$ cat config.mk
export PLATFORM = sky130hd
export DESIGN_NAME = gas_ram
export DESIGN_NICKNAME = d
export VERILOG_FILES = /design/src/gas_ram.sv
export SDC_FILE = /design/constraint.sdc
export NUM_CORES = 2
export LEC_CHECK = 0
export ABC_AREA = 0
export BUFFER_PORTS_ARGS = -buffer_cell sky130_fd_sc_hd__buf_2
export CAP_MARGIN = 20
export CORE_MARGIN = 1
export CORE_UTILIZATION = 50
export DETAILED_ROUTE_END_ITERATION = 8
export GPL_ROUTABILITY_DRIVEN = 0
export PLACE_DENSITY = 0.77
export SYNTH_ARGS = -nofsm -noshare
export SYNTH_HDL_FRONTEND = slang
export SYNTH_SLANG_ARGS = --single-unit
$ cat constraint.sdc
create_clock -name i_clk -period 2.3 [get_ports i_clk]
set_input_delay 0.345 -clock i_clk [delete_from_list [all_inputs] [get_ports i_clk]]
set_output_delay 0.345 -clock i_clk [all_outputs]
set_load 0.01 [all_outputs]
$ cat src/gas_ram.sv
// Generic single-port-write, single-port-read RAM with registered read data.
module gas_ram #(
    parameter int WIDTH = 8,
    parameter int DEPTH = 256
) (
    input  logic                     i_clk,
    input  logic                     i_we,
    input  logic [$clog2(DEPTH)-1:0] i_waddr,
    input  logic [WIDTH-1:0]         i_wdata,
    input  logic [$clog2(DEPTH)-1:0] i_raddr,
    output logic [WIDTH-1:0]         o_rdata
);

    logic [WIDTH-1:0] r_mem [DEPTH];
    logic [WIDTH-1:0] r_rdata;

    always_ff @(posedge i_clk) begin
        if (i_we) begin
            r_mem[i_waddr] <= i_wdata;
        end
        r_rdata <= r_mem[i_raddr];
    end

    assign o_rdata = r_rdata;

endmodule
==> summary.txt <==
outcome -> complete, but fails checks
failing checks -> setup timing
GRT overflow -> 0
post-synthesis sequential area ratio -> 0.775
Worst Setup Path Type -> reg2reg
Hold Path Stages -> 1
worst path bufs/invs -> 1
Worst R2R End -> o_rdata[3]$_DFF_P_
post-DR wirelength/cell -> 30.6 um
placed cell area -> 87,400 sq um
CTS Sinks -> 2,056
Clk Latency, worst-skew pair -> 0.87 ns
total CTS buffers -> 192
Setup violations, final -> 1
PD cells -> 821 nW/um^2
commonest non-fill, non-tap cell in the layout -> edfxtp_1
Post-synth EDFFs -> 2,048
crit-path cells -> mux4_2 -> nand2b_1 -> a311oi_1 -> o221ai_2 -> a211oi_2 -> buf_4 -> nor4_1
Crit Path Max Fanout -> 1
layout filler cell count -> 10,600
synthesis warning total -> 0
Hold Path Class -> in2reg
largest net degree at the start of global routing -> 83
fin nets -> 4,481
I/O pin cnt -> 34
Main synth FF type -> edfxtp_1
initial antenna violation count -> 11
die height -> 401 um
pre-CTS setup slack -> -1.06 ns
number of distinct library cells after synthesis -> 55
vias in the first global route -> 43,100
area delta synth->final -> 18.1%
Final Hold Viols -> 0
Max Root-Sink Buffers -> 3
Worst setup EP type -> flip-flop
Fmax -> 434 MHz
clock tree from TritonCTS -> yes
Finished Cell Area -> 94,000 sq um
Netlist Area Pre-Place -> 79,600 sq um
die width -> 401 um
commonest cells after routing, fill and taps aside -> 2,048 x edfxtp_1, 647 x buf_4, 454 x mux4_2
area of the multi-input gates -> 16,800 sq um
Mapped Cells -> 3,733
Post-route DRC -> 0
crit path launch type -> flip-flop
met2 WL post-DR -> 99.2 mm
worst clock skew -> 0.0772 ns
WL final -> 205 mm
Root Driver -> clkbuf_16
max cap viols -> 0
Post-Syn Nets -> 3,759
worst slew pin tran -> 0.737 ns
Detail Route met3 WL -> 23.9 mm
Peak VDD IR -> 1.04 mV
max-slew violations -> 0
delay of the slowest critical-path stage -> 0.47 ns
hold endpoint -> r_mem[147][3]$_DFFE_PP_
Leak -> 0.0305 uW
final setup TNS -> -0.00401 ns
reg2reg start -> r_mem[34][3]$_DFFE_PP_
slowest cell on the critical path -> mux4_2
Initial Utilization -> 0.503
highest metal used -> met5
Via density -> 6.42
Post-CTS Setup Bufs -> 0
Yosys reg bits -> 2,056
HPWL after DPL -> 127 mm
Met1 Wirelength -> 73.4 mm
Buffers on Ports -> 33
antenna-violating nets left -> 0
Via Count -> 42,900
initial DRC count -> 6,741
post-layout minimum cycle time -> 2.30 ns
kind of cell adding the most delay to the critical path -> compound AO/OA/AOI/OAI gates
Critical Path RT -> 3.03 ns
hold path startpoint -> i_wdata[3]
Period Utilization, post-route -> 1.00
DR pass1 iterations -> 6
first-pass GRT wire length -> 295 mm
clock input transition at the sequential cells of the worst setup and hold paths -> 0.07 ns
Overall Global Routing Usage -> 0.254
reg2reg path depth -> 7
Async SR Flop Fraction -> 0
syn avg cell area -> 21.3 sq um
FP Rows -> 146
core footprint -> 158,000 sq um
H-tree depth -> 4
FF/Latch Area -> 61,700 sq um
WP data arrival -> 3.03 ns
R2R Setup Slk -> -0.004 ns
share of cells above drive strength 1 -> 0.330
DIE AREA -> 161,000 sq um
Slew Limit Headroom -> 0.509
final setup margin -> -0.00401 ns
[state kept, by name, summed over array words and instances (netlist names)]
register and cells:
r_mem 2048, o_rdata 8
[what timing repair did]
| action | 4_1_cts | 5_1_grt |
|---|---|---|
| gates resized for setup | 28 | 14 |
| endpoints found under the setup margin | 6 | 7 |
| hold endpoints to repair | 72 | 0 |
| hold buffers | 3 | 0 |
| pin swaps | 11 | 8 |
[per-layer routing]
layer | GRT usage | up-vias
li1 | - | 17100
met1 | 0.341 | 22100
met2 | 0.405 | 3113
met3 | 0.0603 | 560
met4 | 0.0969 | 18
met5 | 0 | -
[cell usage after synthesis, types with 10 or more instances]
| cell | count | area, sq um |
|---|---|---|
| edfxtp_1 | 2048 | 61500 |
| mux4_2 | 454 | 10200 |
| nor2_1 | 282 | 1060 |
| mux2i_1 | 134 | 1340 |
| a22oi_1 | 133 | 998 |
| clkbuf_1 | 111 | 417 |
| a21oi_1 | 96 | 480 |
| o221ai_1 | 46 | 403 |
| nand3_1 | 34 | 170 |
| nand2_1 | 33 | 124 |
| buf_2 | 31 | 155 |
| nor2b_1 | 31 | 194 |
| o22ai_1 | 28 | 175 |
| buf_4 | 27 | 203 |
| nor4_1 | 24 | 150 |
| buf_1 | 22 | 82.6 |
| nor3_1 | 22 | 110 |
| buf_6 | 21 | 236 |
| a211oi_1 | 16 | 120 |
| a221oi_1 | 13 | 114 |
| buf_8 | 13 | 195 |
| nand4_1 | 10 | 62.6 |
| o211ai_1 | 10 | 75.1 |
| o21ai_0 | 10 | 50.1 |
[where the power goes]
part / leakage (uW) / total, uW / internal, uW / switching [uW]
clock: 0.00302 / 31400 / 17400 / 14000
combinational: 0.00904 / 4460 / 1810 / 2650
sequential: 0.0185 / 41400 / 41300 / 108
total: 0.0305 / 77200 / 60500 / 16700
[logic make-up after synthesis]
logic type      synth area share
compound gates            0.0342
buf+inv                   0.0183
flops                      0.775
mux                        0.146
simple gates              0.0263
[through the flow]
stage	total power, uW	util	std cells	hold WS (ns)
2_1_floorplan	44100	-	3733	0.444
3_3_place_gp	46400	0.553	6330	0.782
3_5_place_dp	46500	0.553	6330	0.797
4_1_cts	77400	0.593	6683	0.0189
5_1_grt	78900	0.594	6684	0.0440
6_report	77200	0.594	6689	0.0442
[worst reg2reg max path: stages (launching register included)]
cell,delay [ns]
edfxtp_1,0.38
mux4_2,0.47
nand2b_1,0.18
a311oi_1,0.38
o221ai_2,0.25
a211oi_2,0.24
buf_4,0.20
nor4_1,0.06
[how the worst max path moves through the flow]
stage                            from            endpoint  cells past startpoint
3_5_place_dp               i_raddr[0]  o_rdata[5]$_DFF_P_                      9
6_report       r_mem[34][3]$_DFFE_PP_  o_rdata[3]$_DFF_P_                      7
4_1_cts        r_mem[85][7]$_DFFE_PP_  o_rdata[7]$_DFF_P_                      6
3_3_place_gp               i_raddr[0]  o_rdata[2]$_DFF_P_                     10
5_1_grt        r_mem[67][0]$_DFFE_PP_  o_rdata[0]$_DFF_P_                      6
2_1_floorplan              i_raddr[0]  o_rdata[2]$_DFF_P_                      9
[cell type report]
| cell class | count | share of cell area |
|---|---|---|
| Clock inverter | 109 | 0.0131 |
| Clock buffer | 241 | 0.0533 |
| Multi-Input combinational cell | 1442 | 0.178 |
| Tap cell | 2072 | 0.0276 |
| Timing Repair Buffer | 761 | 0.0715 |
| Sequential cell | 2056 | 0.656 |
| Inverter | 2 | 0.0000799 |
| Antenna cell | 6 | 0.000160 |
(Power assumes the default switching activity.)
